$ cat config.mk
export PLATFORM = sky130hd
export DESIGN_NAME = virtio_mmio_net_register_file
export DESIGN_NICKNAME = d
export VERILOG_FILES = /design/src/rtl/vmnrf_pkg.sv /design/src/rtl/vmnrf_core.sv /design/src/rtl/virtio_mmio_net_register_file.sv
export VERILOG_INCLUDE_DIRS = /design/src /design/src/rtl
export SDC_FILE = /design/constraint.sdc
export NUM_CORES = 1
export LEC_CHECK = 0
export BUFFER_PORTS_ARGS = -buffer_cell sky130_fd_sc_hd__buf_2
export CAP_MARGIN = 15
export CORE_ASPECT_RATIO = 1.5
export CORE_MARGIN = 2
export CORE_UTILIZATION = 54
export DETAILED_ROUTE_END_ITERATION = 10
export HOLD_SLACK_MARGIN = 0.15
export PLACE_DENSITY = 0.77
export SYNTH_ARGS = -nofsm -noshare
export SYNTH_HDL_FRONTEND = slang
export SYNTH_SLANG_ARGS = --single-unit
$ cat constraint.sdc
create_clock -name i_clk -period 2.93 [get_ports i_clk]
set_input_delay 0.1465 -clock i_clk [delete_from_list [all_inputs] [get_ports i_clk]]
set_output_delay 0.1465 -clock i_clk [all_outputs]
set_load 0.02 [all_outputs]
$ cat src/rtl/virtio_mmio_net_register_file_macros.svh
// assertion macros shared by the register file modules
`ifndef VIRTIO_MMIO_NET_REGISTER_FILE_MACROS_SVH
`define VIRTIO_MMIO_NET_REGISTER_FILE_MACROS_SVH

// same-cycle implication, disabled in reset
`define VMNRF_ASSERT_IMPL(label, clk, rst_n, ante, cons) \
    label: assert property (@(posedge clk) disable iff (!rst_n) (ante) |-> (cons)) \
        else $error("register file assertion failed");

// next-cycle implication, disabled in reset
`define VMNRF_ASSERT_NEXT(label, clk, rst_n, ante, cons) \
    label: assert property (@(posedge clk) disable iff (!rst_n) (ante) |=> (cons)) \
        else $error("register file assertion failed");

`endif

$ cat src/rtl/vmnrf_pkg.sv
// types, constants and helpers of the virtio-mmio net register file
package vmnrf_pkg;

    localparam int NUM_QUEUES_DEF   = 2;
    localparam int QUEUE_DEPTH_DEF  = 256;
    localparam int WINDOW_BYTES_DEF = 512;

    localparam logic [1:0] TYPE_READ  = 2'd0;
    localparam logic [1:0] TYPE_WRITE = 2'd1;
    localparam logic [1:0] TYPE_DONE  = 2'd2;
    localparam logic [1:0] TYPE_FAIL  = 2'd3;

    localparam logic CFG_IDX_MAC    = 1'b0;
    localparam logic CFG_IDX_VENDOR = 1'b1;

    localparam logic [47:0] MAC_RESET    = 48'h0112_0000_5452;
    localparam logic [31:0] VENDOR_RESET = 32'h554d_4551;

    localparam logic [8:0] OFF_MAGIC       = 9'h000;
    localparam logic [8:0] OFF_VERSION     = 9'h004;
    localparam logic [8:0] OFF_DEVICE_ID   = 9'h008;
    localparam logic [8:0] OFF_VENDOR_ID   = 9'h00c;
    localparam logic [8:0] OFF_DEV_FEAT    = 9'h010;
    localparam logic [8:0] OFF_DEV_FEAT_SEL = 9'h014;
    localparam logic [8:0] OFF_DRV_FEAT    = 9'h020;
    localparam logic [8:0] OFF_DRV_FEAT_SEL = 9'h024;
    localparam logic [8:0] OFF_QUEUE_SEL   = 9'h030;
    localparam logic [8:0] OFF_QUEUE_MAX   = 9'h034;
    localparam logic [8:0] OFF_QUEUE_NUM   = 9'h038;
    localparam logic [8:0] OFF_QUEUE_READY = 9'h044;
    localparam logic [8:0] OFF_QUEUE_NOTIFY = 9'h050;
    localparam logic [8:0] OFF_IRQ_STATUS  = 9'h060;
    localparam logic [8:0] OFF_IRQ_ACK     = 9'h064;
    localparam logic [8:0] OFF_STATUS      = 9'h070;
    localparam logic [8:0] OFF_DESC_LO     = 9'h080;
    localparam logic [8:0] OFF_DESC_HI     = 9'h084;
    localparam logic [8:0] OFF_AVAIL_LO    = 9'h090;
    localparam logic [8:0] OFF_AVAIL_HI    = 9'h094;
    localparam logic [8:0] OFF_USED_LO     = 9'h0a0;
    localparam logic [8:0] OFF_USED_HI     = 9'h0a4;
    localparam logic [8:0] OFF_CFG_FIRST   = 9'h100;
    localparam logic [8:0] OFF_CFG_LAST    = 9'h105;

    localparam logic [31:0] MAGIC_VALUE   = 32'h7472_6976;
    localparam logic [31:0] VERSION_VALUE = 32'd2;
    localparam logic [31:0] DEVICE_ID_NET = 32'd1;

    localparam logic [63:0] HI_MASK      = 64'hffff_ffff_0000_0000;
    localparam logic [63:0] LO_MASK      = 64'h0000_0000_ffff_ffff;
    localparam logic [63:0] FEAT_OFFERED = 64'h0000_0001_0000_0020;

    localparam int ST_DRIVER_OK_BIT   = 2;
    localparam int ST_FEATURES_OK_BIT = 3;
    localparam int ST_FAILED_BIT      = 7;
    localparam int FEAT_VERSION_1_BIT = 32;

    typedef struct packed {
        logic [1:0]  req_type;
        logic [8:0]  offset;
        logic [3:0]  access_length;
        logic [63:0] write_data;
    } t_req;

    typedef struct packed {
        logic [63:0] read_data;
        logic        notify_valid;
        logic        notify_queue;
        logic        interrupt_pending;
        logic        device_failed;
    } t_rsp;

    // byte lane enables for an access of len bytes
    function automatic logic [63:0] byte_mask(input logic [3:0] len);
        logic [63:0] m;
        m = '0;
        for (int i = 0; i < 8; i++) begin
            if (4'(i) < len) begin
                m[8*i +: 8] = 8'hff;
            end
        end
        return m;
    endfunction

endpackage

$ cat src/rtl/vmnrf_core.sv
// register state, access decode and result logic of the register file
`include "virtio_mmio_net_register_file_macros.svh"

module vmnrf_core #(
    parameter int NUM_QUEUES   = vmnrf_pkg::NUM_QUEUES_DEF,
    parameter int QUEUE_DEPTH  = vmnrf_pkg::QUEUE_DEPTH_DEF,
    parameter int WINDOW_BYTES = vmnrf_pkg::WINDOW_BYTES_DEF
) (
    input  logic              i_clk,
    input  logic              i_rst_n,
    input  logic              i_fire,
    input  vmnrf_pkg::t_req   i_req,
    input  logic [47:0]       i_mac,
    input  logic [31:0]       i_vendor,
    output vmnrf_pkg::t_rsp   o_rsp
);
    import vmnrf_pkg::*;

    localparam int QIDX_W = (NUM_QUEUES > 1) ? $clog2(NUM_QUEUES) : 1;

    logic [7:0]  r_device_status,   n_device_status;
    logic [31:0] r_dev_feat_sel,    n_dev_feat_sel;
    logic [31:0] r_drv_feat_sel,    n_drv_feat_sel;
    logic [63:0] r_accepted_feat,   n_accepted_feat;
    logic [31:0] r_irq_status,      n_irq_status;
    logic [31:0] r_queue_select,    n_queue_select;
    logic [15:0] r_queue_length  [NUM_QUEUES];
    logic [15:0] n_queue_length  [NUM_QUEUES];
    logic        r_queue_enabled [NUM_QUEUES];
    logic        n_queue_enabled [NUM_QUEUES];
    logic [63:0] r_desc_addr     [NUM_QUEUES];
    logic [63:0] n_desc_addr     [NUM_QUEUES];
    logic [63:0] r_avail_addr    [NUM_QUEUES];
    logic [63:0] n_avail_addr    [NUM_QUEUES];
    logic [63:0] r_used_addr     [NUM_QUEUES];
    logic [63:0] n_used_addr     [NUM_QUEUES];

    logic [QIDX_W-1:0] w_qidx;
    logic              w_qv;
    logic [12:0]       w_end;
    logic              w_ok;
    logic [63:0]       w_mask;
    logic [63:0]       w_v;
    logic [31:0]       w_v32;
    logic [63:0]       w_reg;
    logic [63:0]       w_mac64;
    logic [63:0]       w_rd;
    logic              w_nv;
    logic              w_nq;
    logic [7:0]        w_ns;

    assign w_qidx  = r_queue_select[QIDX_W-1:0];
    assign w_qv    = r_queue_select < 32'(NUM_QUEUES);
    assign w_end   = {4'b0, i_req.offset} + {9'b0, i_req.access_length};
    assign w_ok    = (i_req.access_length != 4'd0) && (i_req.access_length <= 4'd8)
                     && (w_end <= 13'(WINDOW_BYTES));
    assign w_mask  = byte_mask(i_req.access_length);
    assign w_v     = i_req.write_data & w_mask;
    assign w_v32   = w_v[31:0];
    assign w_mac64 = {16'b0, i_mac} >> {i_req.offset[2:0], 3'b000};
    assign w_ns    = w_v[7:0];

    // register read decode
    always_comb begin
        w_reg = '0;
        case (i_req.offset)
            OFF_MAGIC:        w_reg = {32'b0, MAGIC_VALUE};
            OFF_VERSION:      w_reg = {32'b0, VERSION_VALUE};
            OFF_DEVICE_ID:    w_reg = {32'b0, DEVICE_ID_NET};
            OFF_VENDOR_ID:    w_reg = {32'b0, i_vendor};
            OFF_DEV_FEAT: begin
                if (r_dev_feat_sel == 32'd0) begin
                    w_reg = FEAT_OFFERED & LO_MASK;
                end else if (r_dev_feat_sel == 32'd1) begin
                    w_reg = {32'b0, FEAT_OFFERED[63:32]};
                end
            end
            OFF_DEV_FEAT_SEL: w_reg = {32'b0, r_dev_feat_sel};
            OFF_DRV_FEAT: begin
                if (r_drv_feat_sel == 32'd0) begin
                    w_reg = r_accepted_feat & LO_MASK;
                end else if (r_drv_feat_sel == 32'd1) begin
                    w_reg = {32'b0, r_accepted_feat[63:32]};
                end
            end
            OFF_DRV_FEAT_SEL: w_reg = {32'b0, r_drv_feat_sel};
            OFF_QUEUE_SEL:    w_reg = {32'b0, r_queue_select};
            OFF_QUEUE_MAX:    w_reg = w_qv ? 64'(QUEUE_DEPTH) : 64'd0;
            OFF_QUEUE_NUM:    w_reg = w_qv ? {48'b0, r_queue_length[w_qidx]} : 64'd0;
            OFF_QUEUE_READY:  w_reg = {63'b0, w_qv && r_queue_enabled[w_qidx]};
            OFF_IRQ_STATUS:   w_reg = {32'b0, r_irq_status};
            OFF_STATUS:       w_reg = {56'b0, r_device_status};
            default:          w_reg = '0;
        endcase
    end

    // state update and result
    always_comb begin
        n_device_status = r_device_status;
        n_dev_feat_sel  = r_dev_feat_sel;
        n_drv_feat_sel  = r_drv_feat_sel;
        n_accepted_feat = r_accepted_feat;
        n_irq_status    = r_irq_status;
        n_queue_select  = r_queue_select;
        n_queue_length  = r_queue_length;
        n_queue_enabled = r_queue_enabled;
        n_desc_addr     = r_desc_addr;
        n_avail_addr    = r_avail_addr;
        n_used_addr     = r_used_addr;
        w_rd = '0;
        w_nv = 1'b0;
        w_nq = 1'b0;
        case (i_req.req_type)
            TYPE_READ: begin
                if (w_ok) begin
                    if (i_req.offset inside {[OFF_CFG_FIRST:OFF_CFG_LAST]}) begin
                        w_rd = w_mac64 & w_mask;
                    end else begin
                        w_rd = w_reg & w_mask;
                    end
                end
            end
            TYPE_WRITE: begin
                if (w_ok) begin
                    case (i_req.offset)
                        OFF_DEV_FEAT_SEL: n_dev_feat_sel = w_v32;
                        OFF_DRV_FEAT_SEL: n_drv_feat_sel = w_v32;
                        OFF_DRV_FEAT: begin
                            if (r_drv_feat_sel == 32'd0) begin
                                n_accepted_feat = {r_accepted_feat[63:32], w_v32};
                            end else if (r_drv_feat_sel == 32'd1) begin
                                n_accepted_feat = {w_v32, r_accepted_feat[31:0]};
                            end
                        end
                        OFF_QUEUE_SEL: n_queue_select = w_v32;
                        OFF_QUEUE_NUM: begin
                            if (w_qv && w_v != 64'd0 && w_v <= 64'(QUEUE_DEPTH)) begin
                                n_queue_length[w_qidx] = w_v[15:0];
                            end
                        end
                        OFF_QUEUE_READY: begin
                            if (w_qv) begin
                                n_queue_enabled[w_qidx] = w_v != 64'd0;
                            end
                        end
                        OFF_DESC_LO: begin
                            if (w_qv) n_desc_addr[w_qidx] = {r_desc_addr[w_qidx][63:32], w_v32};
                        end
                        OFF_DESC_HI: begin
                            if (w_qv) n_desc_addr[w_qidx] = {w_v32, r_desc_addr[w_qidx][31:0]};
                        end
                        OFF_AVAIL_LO: begin
                            if (w_qv) n_avail_addr[w_qidx] = {r_avail_addr[w_qidx][63:32], w_v32};
                        end
                        OFF_AVAIL_HI: begin
                            if (w_qv) n_avail_addr[w_qidx] = {w_v32, r_avail_addr[w_qidx][31:0]};
                        end
                        OFF_USED_LO: begin
                            if (w_qv) n_used_addr[w_qidx] = {r_used_addr[w_qidx][63:32], w_v32};
                        end
                        OFF_USED_HI: begin
                            if (w_qv) n_used_addr[w_qidx] = {w_v32, r_used_addr[w_qidx][31:0]};
                        end
                        OFF_QUEUE_NOTIFY: begin
                            if (w_v < 64'(NUM_QUEUES) && r_device_status[ST_DRIVER_OK_BIT]) begin
                                w_nv = 1'b1;
                                w_nq = w_v[0];
                            end
                        end
                        OFF_IRQ_ACK: n_irq_status = r_irq_status & ~w_v32;
                        OFF_STATUS: begin
                            if (w_ns == 8'd0) begin
                                // device reset
                                n_device_status = '0;
                                n_dev_feat_sel  = '0;
                                n_drv_feat_sel  = '0;
                                n_accepted_feat = '0;
                                n_irq_status    = '0;
                                n_queue_select  = '0;
                                for (int q = 0; q < NUM_QUEUES; q++) begin
                                    n_queue_length[q]  = '0;
                                    n_queue_enabled[q] = 1'b0;
                                    n_desc_addr[q]     = '0;
                                    n_avail_addr[q]    = '0;
                                    n_used_addr[q]     = '0;
                                end
                            end else begin
                                n_device_status = w_ns;
                                if (w_ns[ST_FEATURES_OK_BIT]
                                    && ((r_accepted_feat & ~FEAT_OFFERED) != 64'd0
                                        || !r_accepted_feat[FEAT_VERSION_1_BIT])) begin
                                    n_device_status[ST_FAILED_BIT] = 1'b1;
                                end
                            end
                        end
                        default: ;
                    endcase
                end
            end
            TYPE_DONE: n_irq_status = r_irq_status | 32'd1;
            TYPE_FAIL: n_device_status[ST_FAILED_BIT] = 1'b1;
            default: ;
        endcase
    end

    assign o_rsp.read_data         = w_rd;
    assign o_rsp.notify_valid      = w_nv;
    assign o_rsp.notify_queue      = w_nq;
    assign o_rsp.interrupt_pending = n_irq_status != 32'd0;
    assign o_rsp.device_failed     = n_device_status[ST_FAILED_BIT];

    always_ff @(posedge i_clk) begin
        if (!i_rst_n) begin
            r_device_status <= '0;
            r_dev_feat_sel  <= '0;
            r_drv_feat_sel  <= '0;
            r_accepted_feat <= '0;
            r_irq_status    <= '0;
            r_queue_select  <= '0;
            for (int q = 0; q < NUM_QUEUES; q++) begin
                r_queue_length[q]  <= '0;
                r_queue_enabled[q] <= 1'b0;
                r_desc_addr[q]     <= '0;
                r_avail_addr[q]    <= '0;
                r_used_addr[q]     <= '0;
            end
        end else if (i_fire) begin
            r_device_status <= n_device_status;
            r_dev_feat_sel  <= n_dev_feat_sel;
            r_drv_feat_sel  <= n_drv_feat_sel;
            r_accepted_feat <= n_accepted_feat;
            r_irq_status    <= n_irq_status;
            r_queue_select  <= n_queue_select;
            r_queue_length  <= n_queue_length;
            r_queue_enabled <= n_queue_enabled;
            r_desc_addr     <= n_desc_addr;
            r_avail_addr    <= n_avail_addr;
            r_used_addr     <= n_used_addr;
        end
    end

    `VMNRF_ASSERT_NEXT(a_done_sets_irq, i_clk, i_rst_n,
        i_fire && i_req.req_type == TYPE_DONE, r_irq_status[0])
    `VMNRF_ASSERT_NEXT(a_fail_sets_failed, i_clk, i_rst_n,
        i_fire && i_req.req_type == TYPE_FAIL, r_device_status[ST_FAILED_BIT])
    `VMNRF_ASSERT_NEXT(a_idle_holds_state, i_clk, i_rst_n, !i_fire,
        $stable(r_device_status) && $stable(r_irq_status) && $stable(r_queue_select))

endmodule

$ cat src/rtl/virtio_mmio_net_register_file.sv
// top level of the virtio-mmio net register file: beat registers and config
//
//  channel | dir | handshake               | payload
//  --------+-----+-------------------------+---------------------------------------------
//  in      | in  | i_in_valid / o_in_ready | req_type, offset, access_length, write_data
//  out     | out | o_out_valid / i_out_ready | read_data, notify, interrupt, failed
//  cfg     | in  | i_cfg_we                | i_cfg_index, i_cfg_wdata
//
//  one beat per cycle sustained while the output is not stalled; each beat passes two registers
//  beat register -> decode and state update -> result register, state written at that edge
//  synchronous reset clears state, config returns to default MAC and vendor code
//  a stalled output holds the result register; the input register still takes one beat
`include "virtio_mmio_net_register_file_macros.svh"

module virtio_mmio_net_register_file #(
    parameter int NUM_QUEUES   = vmnrf_pkg::NUM_QUEUES_DEF,
    parameter int QUEUE_DEPTH  = vmnrf_pkg::QUEUE_DEPTH_DEF,
    parameter int WINDOW_BYTES = vmnrf_pkg::WINDOW_BYTES_DEF
) (
    input  logic        i_clk,
    input  logic        i_rst_n,
    input  logic        i_in_valid,
    output logic        o_in_ready,
    input  logic [1:0]  i_req_type,
    input  logic [8:0]  i_offset,
    input  logic [3:0]  i_access_length,
    input  logic [63:0] i_write_data,
    output logic        o_out_valid,
    input  logic        i_out_ready,
    output logic [63:0] o_read_data,
    output logic        o_notify_valid,
    output logic        o_notify_queue,
    output logic        o_interrupt_pending,
    output logic        o_device_failed,
    input  logic        i_cfg_we,
    input  logic        i_cfg_index,
    input  logic [47:0] i_cfg_wdata
);
    import vmnrf_pkg::*;

    logic        r_in_valid;
    t_req        r_in;
    logic        r_out_valid;
    t_rsp        r_out;
    logic [47:0] r_mac;
    logic [31:0] r_vendor;
    logic        w_fire;
    logic        w_in_take;
    t_rsp        w_rsp;

    assign w_fire     = r_in_valid && (!r_out_valid || i_out_ready);
    assign o_in_ready = !r_in_valid || w_fire;
    assign w_in_take  = i_in_valid && o_in_ready;

    vmnrf_core #(
        .NUM_QUEUES   (NUM_QUEUES),
        .QUEUE_DEPTH  (QUEUE_DEPTH),
        .WINDOW_BYTES (WINDOW_BYTES)
    ) u_core (
        .i_clk    (i_clk),
        .i_rst_n  (i_rst_n),
        .i_fire   (w_fire),
        .i_req    (r_in),
        .i_mac    (r_mac),
        .i_vendor (r_vendor),
        .o_rsp    (w_rsp)
    );

    always_ff @(posedge i_clk) begin
        if (!i_rst_n) begin
            r_in_valid  <= 1'b0;
            r_out_valid <= 1'b0;
        end else begin
            if (w_in_take) begin
                r_in_valid <= 1'b1;
            end else if (w_fire) begin
                r_in_valid <= 1'b0;
            end
            if (w_fire) begin
                r_out_valid <= 1'b1;
            end else if (i_out_ready) begin
                r_out_valid <= 1'b0;
            end
        end
    end

    always_ff @(posedge i_clk) begin
        if (w_in_take) begin
            r_in.req_type      <= i_req_type;
            r_in.offset        <= i_offset;
            r_in.access_length <= i_access_length;
            r_in.write_data    <= i_write_data;
        end
        if (w_fire) begin
            r_out <= w_rsp;
        end
    end

    always_ff @(posedge i_clk) begin
        if (!i_rst_n) begin
            r_mac    <= MAC_RESET;
            r_vendor <= VENDOR_RESET;
        end else if (i_cfg_we) begin
            case (i_cfg_index)
                CFG_IDX_MAC:    r_mac    <= i_cfg_wdata;
                CFG_IDX_VENDOR: r_vendor <= i_cfg_wdata[31:0];
                default: ;
            endcase
        end
    end

    assign o_out_valid         = r_out_valid;
    assign o_read_data         = r_out.read_data;
    assign o_notify_valid      = r_out.notify_valid;
    assign o_notify_queue      = r_out.notify_queue;
    assign o_interrupt_pending = r_out.interrupt_pending;
    assign o_device_failed     = r_out.device_failed;

    `VMNRF_ASSERT_NEXT(a_fire_fills_out, i_clk, i_rst_n, w_fire, r_out_valid)
    `VMNRF_ASSERT_IMPL(a_notify_no_data, i_clk, i_rst_n,
        r_out_valid && r_out.notify_valid, r_out.read_data == 64'd0)
    `VMNRF_ASSERT_IMPL(a_queue_needs_notify, i_clk, i_rst_n,
        r_out_valid && !r_out.notify_valid, !r_out.notify_queue)

endmodule
==> results of run 1 <==
repair_timing:
action	CTS	global route
pin swaps	1	13
endpoints found under the hold margin	180	0
cloned	0	7
hold buffers	149	0
gates resized for setup	6	54
setup buffers	0	6
endpoints found under the setup margin	13	238
worst max-delay path by stage:
| stage | from | to | slack, ns | depth (start not counted) |
|---|---|---|---|---|
| floorplan | r_in[64]$_DFFE_PP_ | o_read_data[40]$_SDFFCE_PN0P_ | 0.02 | 10 |
| global placement | r_in[69]$_DFFE_PP_ | o_read_data[28]$_SDFFCE_PN0P_ | -0.18 | 11 |
| detailed placement | r_in[69]$_DFFE_PP_ | o_read_data[28]$_SDFFCE_PN0P_ | -0.17 | 11 |
| CTS | r_in[69]$_DFFE_PP_ | o_read_data[20]$_SDFFCE_PN0P_ | 0.003 | 10 |
| global route | r_in[65]$_DFFE_PP_ | u_core.r_accepted_feat[12]$_SDFFE_PN0P_ | -0.14 | 13 |
| finish | r_in[65]$_DFFE_PP_ | u_core.r_accepted_feat[12]$_SDFFE_PN0P_ | 0.02 | 13 |
per-stage QoR:
| stage | TNS (ns) | total power [W] |
|---|---|---|
| 2_1_floorplan | 0 | 0.00732 |
| 3_3_place_gp | -0.492 | 0.00776 |
| 3_5_place_dp | -0.558 | 0.00778 |
| 4_1_cts | 0 | 0.0138 |
| 5_1_grt | -2.56 | 0.0142 |
| 6_report | 0 | 0.0139 |
worst max-delay path, stage by stage, from the launching register on:
cell and delay, ns:
edfxtp_1 0.40, buf_4 0.17, buf_4 0.17, ha_1 0.30, a21o_1 0.21, a21oi_2 0.17
xnor2_1 0.11, o221ai_2 0.20, buf_4 0.17, buf_6 0.15, and3_4 0.31, clkbuf_16 0.19
nand3_1 0.08, a21oi_1 0.20
flip-flops by register name (all words and copies together), names as in the netlist:
name / cells
o_interrupt_pending: 1
u_core.r_queue_enabled: 2
u_core.r_dev_feat_sel: 32
o_notify_valid: 1
r_vendor: 32
r_in_valid: 1
r_in: 79
u_core.r_queue_select: 32
o_notify_queue: 1
u_core.r_device_status: 8
r_mac: 48
u_core.r_drv_feat_sel: 32
u_core.r_accepted_feat: 64
o_read_data: 48
o_out_valid: 1
u_core.r_irq_status: 32
o_device_failed: 1
u_core.r_queue_length: 32
power by group through the flow:
| stage | Sequential (W) | Combinational (W) | Clock [W] |
|---|---|---|---|
| finish | 0.00667 | 0.00124 | 0.00598 |
| global route | 0.00667 | 0.00130 | 0.00625 |
| CTS | 0.00665 | 0.00114 | 0.00597 |
| detailed placement | 0.00679 | 0.000992 | 0 |
| global placement | 0.00678 | 0.000979 | 0 |
| floorplan | 0.00678 | 0.000532 | 0 |
cell usage in the layout (no fill, tap or decap), types with 27 or more instances in the layout:
cell type and instances:
nor2_1 70, edfxtp_1 131, clkbuf_16 54, and3_1 27, nor4_1 53, nand2_1 476
a221oi_1 29, mux2i_1 45, nand3_1 136, buf_4 146, dfxtp_1 316, dlygate4sd3_1 149
a21oi_1 320, and2_1 40, o21ai_0 95, buf_2 186, a22oi_1 28
logic make-up after synthesis:
family,Yosys count,synth area share
simple gates,923,0.210
compound gates,645,0.195
flops,447,0.504
buf+inv,226,0.0516
mux,60,0.0326
fa+ha+maj,9,0.00590
other cells,1,0.000184
xor+xnor,1,0.000430
metal layers:
metal | vias up | share of wire | global-route usage
met5 | - | 0 | 0
met4 | 0 | 0.10 | 0.326
met2 | 1487 | 0.47 | 0.673
li1 | 9105 | - | -
met3 | 445 | 0.093 | 0.0690
met1 | 9783 | 0.34 | 0.460
cells in the mapped netlist (4+ instances only):
library cell / n
nor4_1: 58
a21o_1: 7
a31oi_1: 5
buf_2: 19
a221oi_1: 33
buf_4: 16
o41ai_1: 7
o21ai_0: 96
a222oi_1: 25
a22oi_1: 28
o2bb2ai_1: 9
a22o_1: 15
a21oi_1: 326
nand3_1: 137
mux2_2: 11
mux2i_1: 45
or2_2: 4
or4_1: 9
inv_1: 15
nand2_1: 478
buf_6: 15
o31a_1: 4
nor2b_1: 16
nand2b_1: 6
buf_1: 20
dfxtp_1: 316
o211ai_1: 11
o31ai_1: 18
and3_1: 31
nor3_1: 27
nor2_1: 71
clkbuf_2: 5
ha_1: 8
edfxtp_1: 131
nand3_2: 4
a211oi_1: 28
and2_1: 41
clkbuf_1: 136
nand4_1: 18
mux4_2: 4
layout make-up:
| type | count | area, um^2 |
|---|---|---|
| Clock inverter | 24 | 272 |
| Timing Repair Buffer | 521 | 4280 |
| Tap cell | 489 | 612 |
| Antenna cell | 2 | 5.00 |
| Fill cell | 2824 | 11300 |
| Clock buffer | 55 | 1250 |
| Inverter | 15 | 65.1 |
| Sequential cell | 447 | 10300 |
| Multi-Input combinational cell | 1654 | 9430 |
==> impl_metrics.env, run 1 <==
export IMPL_outcome="completed"
export IMPL_yosys_area_top_type_share=0.311
export IMPL_wl_per_cell_um=26.1
export IMPL_p_sw_w=0.00341
export IMPL_clk_latency_ns=0.58
export IMPL_portBuffers=186
export IMPL_start_util=0.544
export IMPL_rsz0062_at_grt="true"
export IMPL_p_int_w=0.0105
export IMPL_vias=20820
export IMPL_ys_top_cells_by_area="dfxtp_1 (31%), edfxtp_1 (19%), nand2_1 (8.8%)"
export IMPL_antenna_found_initial=2
export IMPL_criticalPathCategory="flip-flop to flip-flop"
export IMPL_grt_max_degree=91
export IMPL_yosysTopAreaCell="dfxtp_1"
export IMPL_crit_path_end_kind="flip-flop"
export IMPL_hold_depth=4
export IMPL_drive_above_1_share=0.196
export IMPL_cap_violations=0
export IMPL_cts_root_buf="clkbuf_16"
export IMPL_syn_inst=2312
export IMPL_required_ns=3.42
export IMPL_grt_use_total=0.407
export IMPL_overflow=0
export IMPL_peakVddDrop_v=0.000783
export IMPL_pwr_share_clk=0.431
export IMPL_core_um2=37400
export IMPL_r2r_end="u_core.r_accepted_feat[12]$_SDFFE_PN0P_"
export IMPL_final_nets=2824
export IMPL_ys_warn_count=0
export IMPL_post_route_util=0.699
export IMPL_tightest_slew_ns=1.12
export IMPL_grt_pass1_wl_um=120000
export IMPL_routabilityCongestion=1.05
export IMPL_r2r_cells=13
export IMPL_setup_viol=0
export IMPL_cts_sinks=447
export IMPL_cts_tree="done"
export IMPL_dp_hpwl_um=56800
export IMPL_drt_initial_drc_count=2588
export IMPL_dp_slack_ns=-0.170
export IMPL_htree_levels=2
export IMPL_power_density_nw_per_um2=530
export IMPL_synth_edff_count=131
export IMPL_min_period_over_period=0.994
export IMPL_numCtsBuffers=43
export IMPL_ys_ff_latch=447
export IMPL_clk_pin_slew_ns=0.07
export IMPL_min_path_type="input port to flip-flop"
export IMPL_final_area_um2=26200
export IMPL_maxSlewViolCount=0
export IMPL_drc=0
export IMPL_synth_area_um2=20400
export IMPL_ff2ff_setup_slack_ns=0.02
export IMPL_wl_um=83700
export IMPL_fin_skew_ns=0.0265
export IMPL_ys_flop_type="dfxtp_1"
export IMPL_switching_share=0.246
export IMPL_io_pins=203
export IMPL_die_y_um=242
export IMPL_die_w_um=163
export IMPL_finalHoldViolations=0
export IMPL_synthArstFlopShare=0
export IMPL_max_slew_margin=0.253
export IMPL_grt_pass1_vias=20021
export IMPL_min_to="r_vendor[5]$_SDFFE_PN0P_"
export IMPL_first_pass_iters=8
export IMPL_path_max_fanout=10
export IMPL_placed_cell_area_um2=22600
export IMPL_timing_fmax_mhz=343
export IMPL_clk_path_buf_depth=3
export IMPL_ant_nets=0
export IMPL_min_period_ns=2.91
export IMPL_start_kind="flip-flop"
export IMPL_synth_area_per_cell_um2=8.81
export IMPL_worstHoldStart="i_cfg_we"
export IMPL_critPathArrivalTime_ns=3.40
export IMPL_power_leakage_nw=9.53
export IMPL_hold_worst_slack_ns=0.144
export IMPL_vias_per_cell=6.49
export IMPL_seqPwrFrac=0.480
export IMPL_synth_cell_types=77
export IMPL_dp_cells=2963
export IMPL_die_area_um2=39300
export IMPL_pwr_share_comb=0.089
export IMPL_num_rows=87
export IMPL_setup_slack_ns=0.0176
export IMPL_final_cell_count_no_fill=3207
export IMPL_syn_to_final_growth_pct=28.5
export IMPL_yosysSeqAreaShare=0.504
export IMPL_r2r_start="r_in[65]$_DFFE_PP_"
No activity file was read; power rests on OpenSTA's default activity.
==> inputs of run 2 (changes only) <==
--- a/config.mk
+++ b/config.mk
@@ -6,7 +6,7 @@
 export SDC_FILE = /design/constraint.sdc
 export NUM_CORES = 1
 export LEC_CHECK = 0
-export BUFFER_PORTS_ARGS = -buffer_cell sky130_fd_sc_hd__buf_2
+export BUFFER_PORTS_ARGS = -buffer_cell sky130_fd_sc_hd__buf_4
 export CAP_MARGIN = 15
 export CORE_ASPECT_RATIO = 1.5
 export CORE_MARGIN = 2
==> impl_metrics.env, run 2 (same netlist as run 1, synthesis figures left out) <==
export IMPL_largest_reg_flops=79
export IMPL_critPathArrivalTime_ns=3.25
export IMPL_drive_above_1_share=0.194
export IMPL_grt_max_degree=114
export IMPL_r2r_start="r_in[69]$_DFFE_PP_"
export IMPL_htree_levels=2
export IMPL_core_um2=37400
export IMPL_num_rows=87
export IMPL_layout_common_cells="nand2_1 (477), buf_4 (322), a21oi_1 (320)"
export IMPL_io_pins=203
export IMPL_die_y_um=242
export IMPL_crit_path_end_kind="flip-flop"
export IMPL_cts_sinks=447
export IMPL_top_layer="met5"
export IMPL_min_period_over_period=1.01
export IMPL_power_density_nw_per_um2=517
export IMPL_drt_initial_drc_count=2650
export IMPL_dp_hpwl_um=56500
export IMPL_required_ns=3.23
export IMPL_wl_um=82000
export IMPL_dp_slack_ns=-0.117
export IMPL_final_common_cell="nand2_1"
export IMPL_routabilityCongestion=1.03
export IMPL_portBuffers=186
export IMPL_clk_path_buf_depth=3
export IMPL_cts_root_buf="clkbuf_16"
export IMPL_outcome="finished, violations left"
export IMPL_numCtsBuffers=42
export IMPL_cap_violations=0
export IMPL_overflow=0
export IMPL_vias_per_cell=6.48
export IMPL_die_w_um=163
export IMPL_wl_per_cell_um=25.7
export IMPL_largestRegisters="r_in (79), u_core.r_accepted_feat (64)"
export IMPL_drc=0
export IMPL_min_period_ns=2.95
export IMPL_fin_skew_ns=0.0184
export IMPL_p_int_w=0.0103
export IMPL_clk_latency_ns=0.57
export IMPL_pwr_share_comb=0.095
export IMPL_vias=20619
export IMPL_finalHoldViolations=0
export IMPL_grt_pass1_wl_um=119000
export IMPL_peakVddDrop_v=0.000503
export IMPL_dr_wl_met2_um=38200
export IMPL_wl_met1_um=27900
export IMPL_ff2ff_setup_slack_ns=-0.02
export IMPL_start_kind="flip-flop"
export IMPL_grt_use_total=0.403
export IMPL_met3_length_um=7760
export IMPL_crit_end="o_read_data[30]$_SDFFCE_PN0P_"
export IMPL_seqPwrFrac=0.489
export IMPL_path_max_fanout=9
export IMPL_min_path_type="input port to flip-flop"
export IMPL_start_util=0.544
export IMPL_antenna_found_initial=1
export IMPL_maxSlewViolCount=0
export IMPL_clk_pin_slew_ns=0.06
export IMPL_switching_share=0.246
export IMPL_violations="setup timing"
export IMPL_power_leakage_nw=9.61
export IMPL_r2r_cells=10
export IMPL_rsz0062_at_grt="true"
export IMPL_setup_slack_ns=-0.0151
export IMPL_pwr_share_clk=0.415
export IMPL_max_slew_margin=0.256
export IMPL_ant_nets=0
export IMPL_first_pass_iters=9
export IMPL_tightest_slew_ns=1.12
export IMPL_cts_tree="done"
export IMPL_criticalPathCategory="flip-flop to flip-flop"
export IMPL_syn_to_final_growth_pct=29.4
export IMPL_die_area_um2=39300
export IMPL_crit_path_start="r_in[69]$_DFFE_PP_"
export IMPL_final_nets=2804
export IMPL_p_sw_w=0.00335
export IMPL_setup_viol=1
export IMPL_top_register="r_in"
export IMPL_power_total_w=0.0136
export IMPL_timing_fmax_mhz=340
export IMPL_grt_pass1_vias=19819
export IMPL_r2r_end="o_read_data[30]$_SDFFCE_PN0P_"
export IMPL_diodes=0
-- run 2: changes by cell type in the layout (fill, tap and decap cells not counted), sizes merged --
cell and delta:
a31oi +1, buf -9, bufinv -2, clkbuf +3, clkinv -2, clkinvlp -4, diode -2, dlygate4sd3 -8
-- run 2: how the worst min path moves through the flow --
| stage | slack (ns) | depth (start not counted) | startpoint | to |
|---|---|---|---|---|
| after floorplan | 0.25 | 0 | i_write_data[0] | r_in[0]$_DFFE_PP_ |
| after detailed placement | 0.33 | 1 | i_write_data[24] | r_in[24]$_DFFE_PP_ |
| after global routing | 0.25 | 4 | i_cfg_we | r_mac[26]$_SDFFE_PN0P_ |
| final | 0.22 | 4 | i_cfg_we | r_mac[41]$_SDFFE_PN0P_ |
| after global placement | 0.32 | 1 | i_write_data[63] | r_in[63]$_DFFE_PP_ |
| after CTS | 0.21 | 4 | i_cfg_we | r_mac[30]$_SDFFE_PN0P_ |
-- run 2: power groups by stage --
stage	clock network (W)	logic, W	registers, W
CTS	0.00564	0.00122	0.00665
detailed placement	0	0.00107	0.00679
global placement	0	0.00106	0.00678
global route	0.00589	0.00137	0.00667
floorplan	0	0.000532	0.00678
finish	0.00566	0.00130	0.00667
-- run 2: metal layers --
| metal | track usage | vias up |
|---|---|---|
| met2 | 0.658 | 1472 |
| met5 | 0 | - |
| li1 | - | 9069 |
| met4 | 0.318 | 2 |
| met1 | 0.465 | 9683 |
| met3 | 0.0678 | 393 |
-- run 2: area by class of cell --
type / count / area [um^2]
flip-flops and latches: 447 / 10300
clock buffers: 61 / 1240
fillers: 2818 / 11100
multi-input cells: 1655 / 9470
inverters: 15 / 65.1
repair buffers: 501 / 4540
well taps: 489 / 612
clock inverters: 16 / 166
-- run 2: worst max-delay path: stages, from the launching register on --
cell,delay (ns)
edfxtp_1,0.37
buf_4,0.14
buf_4,0.18
nand2_1,0.12
and2_1,0.19
o21a_1,0.31
buf_12,0.20
a221oi_1,0.43
nand2_1,0.21
a221oi_1,0.47
nor3_2,0.07
-- run 2: what timing repair did --
| item | 4_1_cts | 5_1_grt |
|---|---|---|
| cloned | 0 | 5 |
| endpoints found under the hold margin | 192 | 0 |
| gates resized for setup | 4 | 62 |
| pin swaps | 0 | 31 |
| endpoints found under the setup margin | 9 | 245 |
| hold buffers | 141 | 0 |
| buffers inserted | 0 | 5 |
-- run 2: stage by stage --
step | TNS [ns] | instance area, um^2 | hold WS [ns] | std cells | util
after detailed placement | -0.251 | 23100 | 0.326 | 2956 | 0.617
after global placement | -0.0630 | 23100 | 0.325 | 2956 | 0.617
after floorplan | 0 | 20500 | 0.245 | 2327 | -
after CTS | 0 | 25900 | 0.205 | 3174 | 0.692
after global routing | -0.255 | 26400 | 0.247 | 3184 | 0.704
final | -0.0151 | 26400 | 0.221 | 3184 | 0.704
